$ cat config.mk
export PLATFORM = sky130hd
export DESIGN_NAME = slr_front
export DESIGN_NICKNAME = d
export VERILOG_FILES = /design/src/rtl/slr_pkg.sv /design/src/rtl/slr_front.sv
export SDC_FILE = /design/constraint.sdc
export NUM_CORES = 2
export LEC_CHECK = 0
export BUFFER_PORTS_ARGS = -buffer_cell sky130_fd_sc_hd__buf_4
export CAP_MARGIN = 30
export CORE_ASPECT_RATIO = 2
export CORE_MARGIN = 3
export CORE_UTILIZATION = 59
export DETAILED_ROUTE_END_ITERATION = 6
export PLACE_DENSITY = 0.82
export SETUP_SLACK_MARGIN = 0.15
export SLEW_MARGIN = 20
export SYNTH_ARGS = -nofsm -noshare
export SYNTH_HDL_FRONTEND = slang
export SYNTH_SLANG_ARGS = --single-unit
$ cat constraint.sdc
create_clock -name clk -period 11.99 [get_ports clk]
set_input_delay 1.7985 -clock clk [delete_from_list [all_inputs] [get_ports clk]]
set_output_delay 1.7985 -clock clk [all_outputs]
set_load 0.005 [all_outputs]
$ cat src/rtl/slr_pkg.sv
// shared types, constants and helpers for the least-squares line fit core
package slr_pkg;

  localparam int MAX_POINTS = 65536;
  localparam int CNT_W      = 17;
  localparam int QUEUE_DEPTH = 2;
  localparam int QPTR_W     = 1;
  localparam int MUL_A_W    = 80;
  localparam int MUL_B_W    = 64;
  localparam int WIDE_W     = 128;

  localparam logic [1:0] ST_OK        = 2'd0;
  localparam logic [1:0] ST_X_EQUAL   = 2'd1;
  localparam logic [1:0] ST_TOO_FEW   = 2'd2;
  localparam logic [1:0] ST_TOO_MANY  = 2'd3;

  localparam logic [127:0] POS48 = 128'h7FFF_FFFF_FFFF;
  localparam logic [127:0] NEG48 = 128'h8000_0000_0000;
  localparam logic [127:0] MAX48 = 128'hFFFF_FFFF_FFFF;

  // snapshot of the running sums for one set of points
  typedef struct packed {
    logic [16:0] n;
    logic [32:0] sx;
    logic [32:0] sy;
    logic [46:0] sxx;
    logic [47:0] sxy;
    logic [46:0] syy;
    logic        ovf;
  } sums_t;

  typedef struct packed {
    logic [1:0]  status;
    logic [47:0] slope;
    logic [47:0] intercept;
    logic [47:0] regression_ss;
    logic [47:0] residual_ss;
    logic [47:0] residual_var;
    logic [16:0] point_count;
  } res_t;

  typedef struct packed {
    logic                 start;
    logic [MUL_A_W-1:0]   a;
    logic [MUL_B_W-1:0]   b;
    logic                 neg;
  } mul_req_t;

  typedef struct packed {
    logic              start;
    logic [WIDE_W-1:0] num;
    logic [WIDE_W-1:0] den;
  } div_req_t;

  typedef enum logic [1:0] {
    BK_IDLE, BK_ISSUE, BK_WAIT, BK_EMIT
  } back_state_t;

  typedef enum logic [4:0] {
    OP_NSXX, OP_SXSX, OP_NSYY, OP_SYSY, OP_NSXY, OP_SXSY, OP_SYSXX, OP_SXSXY,
    OP_DEN, OP_UU, OP_NUM, OP_DEN2,
    OP_SLOPE, OP_ICPT, OP_RSS, OP_QSS, OP_VAR
  } op_t;

  function automatic logic [63:0] mag64(input logic [63:0] v);
    mag64 = v[63] ? (~v + 64'd1) : v;
  endfunction

  function automatic logic [47:0] sat_s48(input logic neg, input logic [127:0] m);
    logic [47:0] mm;
    if (neg) begin
      mm = (m > NEG48) ? NEG48[47:0] : m[47:0];
      sat_s48 = ~mm + 48'd1;
    end else begin
      sat_s48 = (m > POS48) ? POS48[47:0] : m[47:0];
    end
  endfunction

  function automatic logic [47:0] sat_u48(input logic [127:0] m);
    sat_u48 = (m > MAX48) ? MAX48[47:0] : m[47:0];
  endfunction

endpackage

$ cat src/rtl/slr_front.sv
// point accumulator: running sums, hands a snapshot to the queue on the last point
module slr_front (
  input  logic          clk,
  input  logic          rst,
  input  logic          in_valid,
  input  logic          in_ready,
  input  logic [15:0]   x_value,
  input  logic [15:0]   y_value,
  input  logic          last_point,
  output logic          push,
  output slr_pkg::sums_t push_data
);
  import slr_pkg::*;

  sums_t acc;
  sums_t acc_next;
  logic  accept;
  logic  room;
  logic signed [31:0] xx, yy, xy;

  assign accept = in_valid && in_ready;
  assign room   = acc.n < CNT_W'(MAX_POINTS);
  assign xx = $signed(x_value) * $signed(x_value);
  assign yy = $signed(y_value) * $signed(y_value);
  assign xy = $signed(x_value) * $signed(y_value);

  always_comb begin
    acc_next = acc;
    if (room) begin
      acc_next.n   = acc.n + 17'd1;
      acc_next.sx  = acc.sx + {{17{x_value[15]}}, x_value};
      acc_next.sy  = acc.sy + {{17{y_value[15]}}, y_value};
      acc_next.sxx = acc.sxx + {15'd0, xx};
      acc_next.syy = acc.syy + {15'd0, yy};
      acc_next.sxy = acc.sxy + {{16{xy[31]}}, xy};
    end else begin
      acc_next.ovf = 1'b1;
    end
  end

  assign push      = accept && last_point;
  assign push_data = acc_next;

  always_ff @(posedge clk) begin
    if (rst || push) begin
      acc <= '0;
    end else if (accept) begin
      acc <= acc_next;
    end
  end

endmodule

==> results.md <==
- Worst skew pair latency: approximately 0.58 ns
- CP arrival: 9.96 ns
- Measured slew at the worst slew-check pin: about 1.1 ns
- Num CTS Buffers: 23
- Final Max Tran Viols: 0
- Setup Skew: between 0.02 and 0.03 ns
- Vias in the first global route: 44.4k
- Post-Synth Simple-Gate Area: ~17%
- Final period utilization: slightly below 100%
- Core footprint: a little under 80000 µm²
- First-pass GRT wire length: 227000 µm
- Routing usage on met3: under 10%
- Worst path max stage delay: 0.78 ns
- Die area: 83300 µm²
- Clock root cell: clkbuf_16
- Total I/O pin count: 264
- H-tree Lvls: 1
- Starting density of the core: between 50% and 60%
- Largest family of logic cells by synthesized area: adder cells
- Hold Vio Cnt, Final: 0
- Sequential area share after synthesis: 9.63%
- Worst hold-check path type: flop to flop
- Post-synth EDFFs: 0
- Total number of yosys warnings: 0
- Avg Vias per Cell: 5.95
- Crit path top cell by count: fa_1
- Routed wire length: approximately 150000 µm
- Synth top area share: 31.7%
- Cts hold-fix bufs: 0
- Grt met1 use: 37.4%
- Largest net degree at the start of global routing: 200
- Post-synth top cells: inv_1, fa_1, nand2_1, ha_1, nor2_1
- Synth Area in XOR/XNOR: between 6 and 7%
- Failing checks: DRC
- Clock-pin slew on the worst setup and hold paths: approximately 0.07 ns
- Initial antenna violation count: 3
- Synth area leaders: fa_1, ha_1, dfxtp_1
- DR WL/cell: 20.7 µm
- Top Registers: acc: 226 flops
- Slowest CP cell: o21ai_0
- Syn Nets: 6961
- Die W: 206 µm
- Via count: between 40k and 50k
- Worst hold margin: 0.471 ns
- Distinct cells, synth: between 80 and 90
- Drc violations: 6
- Yosys reg bits: between 200 and 250
- Maximum buffer depth of the clock tree: 3
- GR peak layer: met2
- Setup violations, final: 0
- Min Tclk post-route: 11.76 ns
- Rel. slew slack: roughly 30%
- Multiplexer area fraction after synthesis: less than 1%
- CTS tree: yes
- Die Span Y: 405 µm
- Nets@finish: 7285
- Largest register FFs: 226
- Mean Syn Cell Area: roughly 8.2 µm²
- Ys async rst share: 0%
- Final core occ: 68.6%
- Cells after synthesis: between 5k and 6k
- Main synth FF type: dfxtp_1
- CP Capture Type: output port
- Post-route antenna net violation count: 0
- Worst-path maximum fanout: 13
- Post-DP HPWL: 115000 µm
- RSZ-0062 raised after global routing: yes
- Largest area contributor in the netlist: fa_1
- Synth Area in Adders: a little over two fifths
- Total GRT Usage: 34.6%
- Type of origin of the critical path: primary input
- Total grt overflow: 0
- Critical Path RT: 10.19 ns
- Most frequent cell after synthesis: inv_1
- Rows: ~150
- Synth Area in Compound Gates: 13.3%
- Met2 usage: between 60 and 70%
- PortBufs: 263
- Outcome: complete, but fails checks
- Top reg by flops: acc
- Cell Area, Synth: about 47000 µm²
- DR iter-0 viols: 3082
- WS Path Type: primary input to output port
- Max-cap violations: 0
- Drt first pass iters: 7
- Share of layout cells above drive strength 1: 13.4%
- Area added between synthesis and finish: 14.6%
- Fmax: 85.1 MHz
- Gp weighted congestion: 1.01
- Clock sink count: 226
metrics by stage:
step,area [µm²],instances,setup slack [ns],TNS [ns]
after CTS,52200,7068,0.148,0
after floorplan,47000,5754,0.214,0
after global routing,53900,7122,-0.0250,-0.0555
final,53900,7123,0.232,0
after detailed placement,51200,7022,-0.300,-2.10
after global placement,51100,7021,-0.0845,-0.661
cell type report:
cell class              count  area [µm²]
fillers                  5940       24700
flip-flops and latches    226        4530
inverters                1023        3870
multi-input cells        4267       38700
clock inverters             9         128
diodes                      1        2.50
well taps                1029        1290
repair buffers            537        4650
clock buffers              31         656
placed cells by master, fill, tap and decap left out, drive strengths merged, types with 8 or more instances in the layout:
| cell type | synthesis | routed |
|---|---|---|
| nor4 | 14 | 14 |
| nand3 | 89 | 89 |
| or4 | 16 | 16 |
| clkbuf | 214 | 37 |
| nor2 | 372 | 372 |
| o31ai | 31 | 31 |
| fa | 743 | 743 |
| nor3 | 86 | 86 |
| and4 | 10 | 10 |
| mux2i | 10 | 10 |
| nand4 | 34 | 34 |
| o311ai | 9 | 9 |
| inv | 1017 | 1018 |
| mux2 | 25 | 25 |
| o21ai | 292 | 292 |
| a2111oi | 10 | 10 |
| nand2 | 718 | 718 |
| a31oi | 27 | 27 |
| and2 | 221 | 221 |
| xor2 | 115 | 115 |
| dfxtp | 226 | 226 |
| o21a | 54 | 54 |
| o21bai | 35 | 35 |
| a21boi | 11 | 11 |
| a21oi | 290 | 290 |
| nor2b | 25 | 25 |
| ha | 427 | 427 |
| buf | 24 | 530 |
| a211oi | 29 | 29 |
| or2 | 8 | 8 |
| o211ai | 28 | 28 |
| and3 | 46 | 46 |
| a21o | 113 | 113 |
| or3 | 39 | 39 |
| xnor2 | 209 | 209 |
| nand2b | 40 | 40 |
critical path, delay by kind of cell:
family / cells / cell delay (ns)
AOI/OAI and AO/OA: 5 / 1.52
and+or+nand+nor: 6 / 1.38
adders and majority gates: 8 / 3.68
buffers and inverters: 12 / 1.53
path summary, 6_finish.rpt:
kind,slack (ns),end,from,depth (start not counted)
min reg2reg,0.47,acc[0],acc[0],2
max reg2reg,8.17,acc[208],acc[176],14
min,0.47,acc[0],acc[0],2
max,0.23,push_data[93],x_value[15],31
per-layer routing:
metal	up-vias	routed length [µm]	part of all wire (%)
met5	-	17	0.012
met4	2	13400	9.1
met3	783	12300	8.3
met2	2016	72600	49
met1	20600	49000	33
li1	19000	-	-
kinds of logic (layout without fill, tap and decap cells):
family,count (synthesis),in the layout
simple gates,1738,1738
buf+inv,1261,1600
fa+ha+maj,1170,1170
compound gates,1000,1000
xor+xnor,324,324
flops,226,226
mux,35,35
other cells,0,1
repair_timing:
action                     in CTS  in global routing
setup endpoints to repair      38                 59
gates cloned                    1                  6
pin swaps                      12                109
resized for setup              37                273
setup buffers                   5                 46
Power is not shown: default switching activity piles up to over one toggle a cycle in this logic, so the estimate is an artifact.
