`config.mk`:
```
export PLATFORM = sky130hd
export DESIGN_NAME = slr_queue
export DESIGN_NICKNAME = d
export VERILOG_FILES = /design/src/rtl/slr_pkg.sv /design/src/rtl/slr_queue.sv
export SDC_FILE = /design/constraint.sdc
export NUM_CORES = 1
export LEC_CHECK = 0
export BUFFER_PORTS_ARGS = -buffer_cell sky130_fd_sc_hd__buf_2
export CAP_MARGIN = 20
export CORE_MARGIN = 10
export CORE_UTILIZATION = 50
export CTS_CLUSTER_DIAMETER = 40
export DETAILED_ROUTE_END_ITERATION = 8
export GPL_TIMING_DRIVEN = 0
export HOLD_SLACK_MARGIN = 0.06
export PLACE_DENSITY = 0.72
export SYNTH_ARGS = -nofsm -noshare
export SYNTH_HDL_FRONTEND = slang
export SYNTH_SLANG_ARGS = --single-unit
```
`constraint.sdc`:
```
create_clock -name clk -period 14.06 [get_ports clk]
set_input_delay 2.109 -clock clk [delete_from_list [all_inputs] [get_ports clk]]
set_output_delay 2.109 -clock clk [all_outputs]
set_load 0.01 [all_outputs]
```
`src/rtl/slr_pkg.sv`:
```
// shared types, constants and helpers for the least-squares line fit core
package slr_pkg;

  localparam int MAX_POINTS = 65536;
  localparam int CNT_W      = 17;
  localparam int QUEUE_DEPTH = 2;
  localparam int QPTR_W     = 1;
  localparam int MUL_A_W    = 80;
  localparam int MUL_B_W    = 64;
  localparam int WIDE_W     = 128;

  localparam logic [1:0] ST_OK        = 2'd0;
  localparam logic [1:0] ST_X_EQUAL   = 2'd1;
  localparam logic [1:0] ST_TOO_FEW   = 2'd2;
  localparam logic [1:0] ST_TOO_MANY  = 2'd3;

  localparam logic [127:0] POS48 = 128'h7FFF_FFFF_FFFF;
  localparam logic [127:0] NEG48 = 128'h8000_0000_0000;
  localparam logic [127:0] MAX48 = 128'hFFFF_FFFF_FFFF;

  // snapshot of the running sums for one set of points
  typedef struct packed {
    logic [16:0] n;
    logic [32:0] sx;
    logic [32:0] sy;
    logic [46:0] sxx;
    logic [47:0] sxy;
    logic [46:0] syy;
    logic        ovf;
  } sums_t;

  typedef struct packed {
    logic [1:0]  status;
    logic [47:0] slope;
    logic [47:0] intercept;
    logic [47:0] regression_ss;
    logic [47:0] residual_ss;
    logic [47:0] residual_var;
    logic [16:0] point_count;
  } res_t;

  typedef struct packed {
    logic                 start;
    logic [MUL_A_W-1:0]   a;
    logic [MUL_B_W-1:0]   b;
    logic                 neg;
  } mul_req_t;

  typedef struct packed {
    logic              start;
    logic [WIDE_W-1:0] num;
    logic [WIDE_W-1:0] den;
  } div_req_t;

  typedef enum logic [1:0] {
    BK_IDLE, BK_ISSUE, BK_WAIT, BK_EMIT
  } back_state_t;

  typedef enum logic [4:0] {
    OP_NSXX, OP_SXSX, OP_NSYY, OP_SYSY, OP_NSXY, OP_SXSY, OP_SYSXX, OP_SXSXY,
    OP_DEN, OP_UU, OP_NUM, OP_DEN2,
    OP_SLOPE, OP_ICPT, OP_RSS, OP_QSS, OP_VAR
  } op_t;

  function automatic logic [63:0] mag64(input logic [63:0] v);
    mag64 = v[63] ? (~v + 64'd1) : v;
  endfunction

  function automatic logic [47:0] sat_s48(input logic neg, input logic [127:0] m);
    logic [47:0] mm;
    if (neg) begin
      mm = (m > NEG48) ? NEG48[47:0] : m[47:0];
      sat_s48 = ~mm + 48'd1;
    end else begin
      sat_s48 = (m > POS48) ? POS48[47:0] : m[47:0];
    end
  endfunction

  function automatic logic [47:0] sat_u48(input logic [127:0] m);
    sat_u48 = (m > MAX48) ? MAX48[47:0] : m[47:0];
  endfunction

endpackage

```
`src/rtl/slr_queue.sv`:
```
// two-entry queue of sum snapshots between front and back
module slr_queue (
  input  logic           clk,
  input  logic           rst,
  input  logic           push,
  input  slr_pkg::sums_t push_data,
  input  logic           pop,
  output slr_pkg::sums_t pop_data,
  output logic           full,
  output logic           empty
);
  import slr_pkg::*;

  sums_t             mem [QUEUE_DEPTH];
  logic [QPTR_W-1:0] wr_ptr, rd_ptr;
  logic [QPTR_W:0]   count;

  assign full     = count == (QPTR_W+1)'(QUEUE_DEPTH);
  assign empty    = count == '0;
  assign pop_data = mem[rd_ptr];

  always_ff @(posedge clk) begin
    if (push) begin
      mem[wr_ptr] <= push_data;
    end
  end

  always_ff @(posedge clk) begin
    if (rst) begin
      wr_ptr <= '0;
      rd_ptr <= '0;
      count  <= '0;
    end else begin
      if (push) wr_ptr <= wr_ptr + 1'b1;
      if (pop)  rd_ptr <= rd_ptr + 1'b1;
      count <= count + (QPTR_W+1)'(push) - (QPTR_W+1)'(pop);
    end
  end

endmodule

```
==> results of run 1 <==
-- placed cells by master, fill, tap and decap left out, drive strengths merged --
master    count
nor2          5
inv           9
and2          1
clkinv       17
nor2b         3
bufinv        8
clkinvlp      9
xnor2         2
diode        11
edfxtp      452
buf         493
xnor3         1
dfxtp         5
clkbuf       56
ha            2
mux2        226
-- cells by family after synthesis --
family	count (synthesis)
adder cells (fa/ha/maj)	2
AND/OR/NAND/NOR	9
XOR/XNOR	3
multiplexers	226
flip-flops	457
buffers and inverters	27
-- area by class of cell --
class | instances | area (um2) | area share [%]
Antenna cell | 11 | 27.5 | 0.125
Tap cell | 448 | 561 | 2.54
Clock buffer | 56 | 1320 | 5.97
Multi-Input combinational cell | 240 | 3190 | 14.5
Timing Repair Buffer | 468 | 2540 | 11.6
Sequential cell | 457 | 13700 | 62.1
Buffer | 25 | 231 | 1.05
Inverter | 2 | 7.51 | 0.0341
Clock inverter | 41 | 480 | 2.18
-- tightest hold or removal path, cell delays in order (launching register included) --
cell,delay [ps]
dfxtp_1,340
xnor2_1,90
nor2_1,80
-- metrics by stage --
step | TNS, ps | hold WS [ps]
floorplan | 0 | 480
global placement | -1051990 | 497
detailed placement | 0 | 533
CTS | 0 | 553
global route | 0 | 601
finish | 0 | 536
-- power by group through the flow --
stage / clock, mW / sequential, mW / combinational [mW]
after floorplan: 0 / 1.66 / 0.223
after global placement: 0 / 1.68 / 0.381
after detailed placement: 0 / 1.64 / 0.400
after CTS: 1.40 / 1.61 / 0.402
after global routing: 1.46 / 1.62 / 0.421
final: 1.37 / 1.61 / 0.393
-- sequential cells by signal, indices dropped and copies added (netlist names), named ones only --
name,cells
count,2
rd_ptr,1
wr_ptr,1
mem,452
-- layer usage --
layer  vias to the layer above  global-route usage, %  routed length (um)
met5                         -                      0                  57
met4                         8                   6.56                1120
met3                        78                   7.30                4020
met2                       332                   31.7               20600
met1                      4311                   18.6               13500
li1                       3963                      -                   -
-- worst max path at each step --
stage,endpoint,depth (start not counted),from,slack (ps)
4_1_cts,pop_data[99],5,flip-flop,9900
3_5_place_dp,mem[0][174],6,push,9810
2_1_floorplan,mem[0][0],1,push,1370
5_1_grt,pop_data[169],5,flip-flop,9880
3_3_place_gp,mem[0][174],2,push,-4680
6_report,pop_data[99],5,flip-flop,9960
==> flow_metrics.tcl, run 1 <==
set metrics [dict create \
    powerDensity_nw_per_um2 153 \
    place_area_um2 20200 \
    finalNetCount 1478 \
    synth_area_um2 17100 \
    cts_buffer_depth 3 \
    min_period_ps 4100 \
    fillers 2355 \
    synth_edf_count 452 \
    p_leak_nw 8.62 \
    grt_max_degree 66 \
    r2r-start "wr_ptr" \
    min_from "rd_ptr" \
    crit_family "buffers and inverters" \
    p_sw_share_pct 22.4 \
    synth_nets 956 \
    synthArstFlopShare_pct 0 \
    post_cts_buffers 0 \
    fin_skew_ps 21.9 \
    synth.distinct_cells 13 \
    ys_top_cells_by_count "edfxtp_1 (452), mux2_4 (140), mux2_2 (86)" \
    place_congestion 0.766 \
    fin_crit_sh_pct 29.1 \
    cts_tree "built" \
    syn_inst 724 \
    slowest_delay_ps 340 \
    peakVddDrop_uv 135 \
    regToRegSetupSlack_ps 11760 \
    start_kind "flip-flop" \
    p_sw_mw 0.756 \
    port_buffers 457 \
    via_per_inst 4.97 \
    dieWidth_um 205 \
    cp_data_required_time_ps 11950 \
    syn_avg_cell_area_um2 23.6 \
    cp_slowest_cell "mux2_4" \
    synth_seq_area_share_pct 80.0 \
    hold_path_class "reg -> reg" \
    drive_gt1_share_pct 62.7 \
    synth_top_cell_area_share_pct 79.4 \
    die_y_um 205 \
    cts_max_level 2 \
    detail-route-antenna-nets 0 \
    grt_overflow_total 0 \
    whs_path_depth 2 \
    p_int_mw 2.62 \
    hold_viol 0 \
    cpMostUsedCell "buf_6" \
    cts-root-buf "clkbuf_16" \
    wl_per_cell_um 22.5 \
    drt_iter0_markers 321 \
    status "complete, no violations" \
    p_seq_share_pct 47.7 \
    r2r_end "mem[0][174]" \
    r2r_cells 5 \
    fin_util_pct 65.5 \
    ys_seq_elements 457 \
    critPathCaptureType "output port" \
    yosys.area_share.simple_pct 0.256 \
    antenna_found_initial 13 \
    worstPathCellList "buf_6 -> buf_6 -> buf_6 -> mux2_4 -> buf_2" \
    cp.buffers_inverters 4 \
    synth_compound_area_share_pct 0 \
    drt_wl_total_mm 39.3 \
    row_count 67 \
    synth_top_cell_by_area "edfxtp_1" \
    yosys_most_used_dff "edfxtp_1" \
    core_um2 33600 \
    fin_ws_ps 9960 \
    worstSkewPairLatency_ps 560 \
    die_area_um2 42000 \
    area_growth_pct 28.9 \
    grt_use_total_pct 17.9 \
    setup_violations 0 \
    grt_setup_unrepaired "false" \
    firstDrtPassIters 4 \
    power_mw 3.38 \
    worst_slew_pin_slew_ps 817 \
    clock_power_share_pct 40.6 \
    cts_resized 0 \
    synth_xor_area_share_pct 0.234 \
    yosys-top-cells-area "edfxtp_1 (79%), mux2_4 (12%), mux2_2 (5.7%)" \
    fin_cells 1748 \
    maxCapViolCount 0 \
    synth-adder-area-share_pct 0.146 \
    synth_top_family_by_area "multiplexers" \
    critPathArrivalTime_ps 1990 \
    relSlewSlack_pct 45.4 \
    drcViolationCount 0 \
    dp.cells 1640 \
    floorplan.initialDensity_pct 50.8 \
    critPathKind "reg -> out" \
    design_area_um2 22000 \
    clock.fmax_mhz 244 \
    clock_sinks 457 \
    yosys_warnings 0 \
    ctsHoldBuffers 0 \
    grt_pass1_wl_mm 56.5 \
    dpl.hpwl_mm 28.6 \
    yosysMostFrequentCell "edfxtp_1" \
    boundaryPins 458 \
    cp_max_fo 10 \
    vias 8692 \
    muxShareOfSynthArea_pct 18.0 \
    dp_slack_ps 9810 \
    drv_slew 0 \
    comb_power_share_pct 11.6 \
    cts_buffers 52 \
    clkTransAtPathRegs_ps 60 \
    grt_pass1_vias 9386 \
]
(Power assumes the default switching activity.)
==> inputs of run 2 (changes only) <==
==> constraint.sdc (replaced) <==
create_clock -name clk -period 3.8 [get_ports clk]
set_input_delay 0.57 -clock clk [delete_from_list [all_inputs] [get_ports clk]]
set_output_delay 0.57 -clock clk [all_outputs]
set_load 0.01 [all_outputs]
==> flow_metrics.tcl, run 2 (same netlist as run 1, synthesis figures left out) <==
set metrics [dict create \
    r2r_cells 3 \
    row_count 67 \
    drt_iter0_markers 381 \
    largestRegisters "mem: 452 flops, count: 2 flops" \
    r2r-start "wr_ptr" \
    grt_max_degree 64 \
    vias 8743 \
    hold_viol 0 \
    hold_path_class "in -> reg" \
    grt_pass1_vias 9458 \
    cts_tree "built" \
    wl_per_cell_um 22.7 \
    globalRouteMet2Util_pct 32.3 \
    worst_slew_pin_slew_ps 644 \
    peakVddDrop_uv 451 \
    cp_max_fo 10 \
    critPathCaptureType "output port" \
    min_from "push_data[149]" \
    cts_buffer_depth 3 \
    clkTransAtPathRegs_ps 60 \
    fin_skew_ps 20.3 \
    place_congestion 0.755 \
    setup_violations 0 \
    r2r_end "mem[1][194]" \
    dpl.hpwl_mm 29.4 \
    gr-max-usage-layer "met2" \
    whs_path_depth 1 \
    detail-route-antenna-nets 0 \
    antenna_found_initial 13 \
    powerDensity_nw_per_um2 556 \
    start_kind "flip-flop" \
    hold_end "mem[1][149]" \
    ctsHoldBuffers 0 \
    drcViolationCount 0 \
    port_buffers 457 \
    p_leak_nw 8.59 \
    die_y_um 205 \
    finalSetupTns_ps 0 \
    die_area_um2 42000 \
    cts-root-buf "clkbuf_16" \
    met3_usage_pct 7.16 \
    drv_slew 0 \
    firstDrtPassIters 4 \
    via_per_inst 5.01 \
    cp_data_required_time_ps 3230 \
    final_cell_mix "buf_2 (465), edfxtp_1 (452), mux2_4 (140)" \
    boundaryPins 458 \
    cts_resized 0 \
    core_um2 33600 \
    cts_buffers 52 \
    critPathArrivalTime_ps 2000 \
    min_period_ps 2570 \
    relSlewSlack_pct 57.0 \
    drt_wl_total_mm 39.6 \
    largest_reg_flops 452 \
    dp.cells 1641 \
    post_cts_buffers 0 \
    regToRegSetupSlack_ps 1690 \
    grt_overflow_total 0 \
    maxCapViolCount 0 \
    grt_use_total_pct 18.2 \
    status "complete, no violations" \
    mostFrequentLayoutCell "buf_2" \
    clock.fmax_mhz 390 \
    worstSkewPairLatency_ps 560 \
    met1_usage_pct 19.5 \
    fin_cells 1746 \
    critPathKind "reg -> out" \
    finalNetCount 1479 \
    grt_setup_unrepaired "false" \
    fin_crit_sh_pct 67.5 \
    top_register "mem" \
    dieWidth_um 205 \
    clock_sinks 457 \
    grt_pass1_wl_mm 57.6 \
    area_growth_pct 28.1 \
    cts_max_level 2 \
    floorplan.initialDensity_pct 50.8 \
    drive_gt1_share_pct 62.1 \
]
[run 2: changes by cell type in the layout (fill, tap and decap cells not counted), moves of 2 or more]
cell and change:
clkinv_8 -2, clkinv_1 +3, clkinv_2 +4, buf_16 -2, inv_8 +3, clkinvlp_4 -8, buf_12 +3, bufinv_16 -4
clkbuf_1 +3, inv_6 -4
[run 2: cell type report]
| class | count | area (um2) |
|---|---|---|
| Inverter | 2 | 7.51 |
| Fill cell | 2311 | 11700 |
| Tap cell | 448 | 561 |
| Timing Repair Buffer | 469 | 2550 |
| Clock buffer | 60 | 1350 |
| Clock inverter | 33 | 298 |
| Sequential cell | 457 | 13700 |
| Antenna cell | 12 | 30.0 |
| Buffer | 25 | 231 |
| Multi-Input combinational cell | 240 | 3190 |
[run 2: worst max-delay path by stage]
stage               startpoint             to  cells after the start
floorplan                 push      mem[0][0]                      1
global placement          push    mem[0][174]                      2
detailed placement        push    mem[1][178]                      4
CTS                  flip-flop  pop_data[168]                      5
global route         flip-flop  pop_data[168]                      5
finish               flip-flop  pop_data[168]                      5
[run 2: per-layer routing]
layer | vias up | part of all wire (%) | wire length [um]
li1 | 3972 | - | -
met1 | 4379 | 35 | 13900
met2 | 322 | 53 | 21000
met3 | 62 | 9.7 | 3830
met4 | 8 | 2.1 | 826
met5 | - | 0.13 | 51
[run 2: critical path, stage by stage (launching register included)]
cell and delay (ps):
dfxtp_1 320, buf_6 160, buf_6 220, buf_6 230
mux2_4 340, buf_2 150
[run 2: power breakdown]
group	internal, mW	switching, mW	total [mW]
Combinational	0.716	0.745	1.46
Sequential	5.89	0.0716	5.96
Clock	2.83	1.91	4.74
Total	9.44	2.72	12.2
[run 2: metrics by stage]
stage / utilization (%) / setup slack (ps) / hold slack, ps / instance area [um2] / total power, mW
CTS: 65.0 / 1170 / 163 / 21900 / 12.3
detailed placement: 60.1 / 1410 / 508 / 20200 / 7.55
global placement: 59.3 / -2650 / 498 / 19900 / 7.52
finish: 65.1 / 1230 / 194 / 21900 / 12.2
floorplan: - / -586 / 480 / 17100 / 6.90
global route: 65.1 / 1140 / 171 / 21900 / 12.6
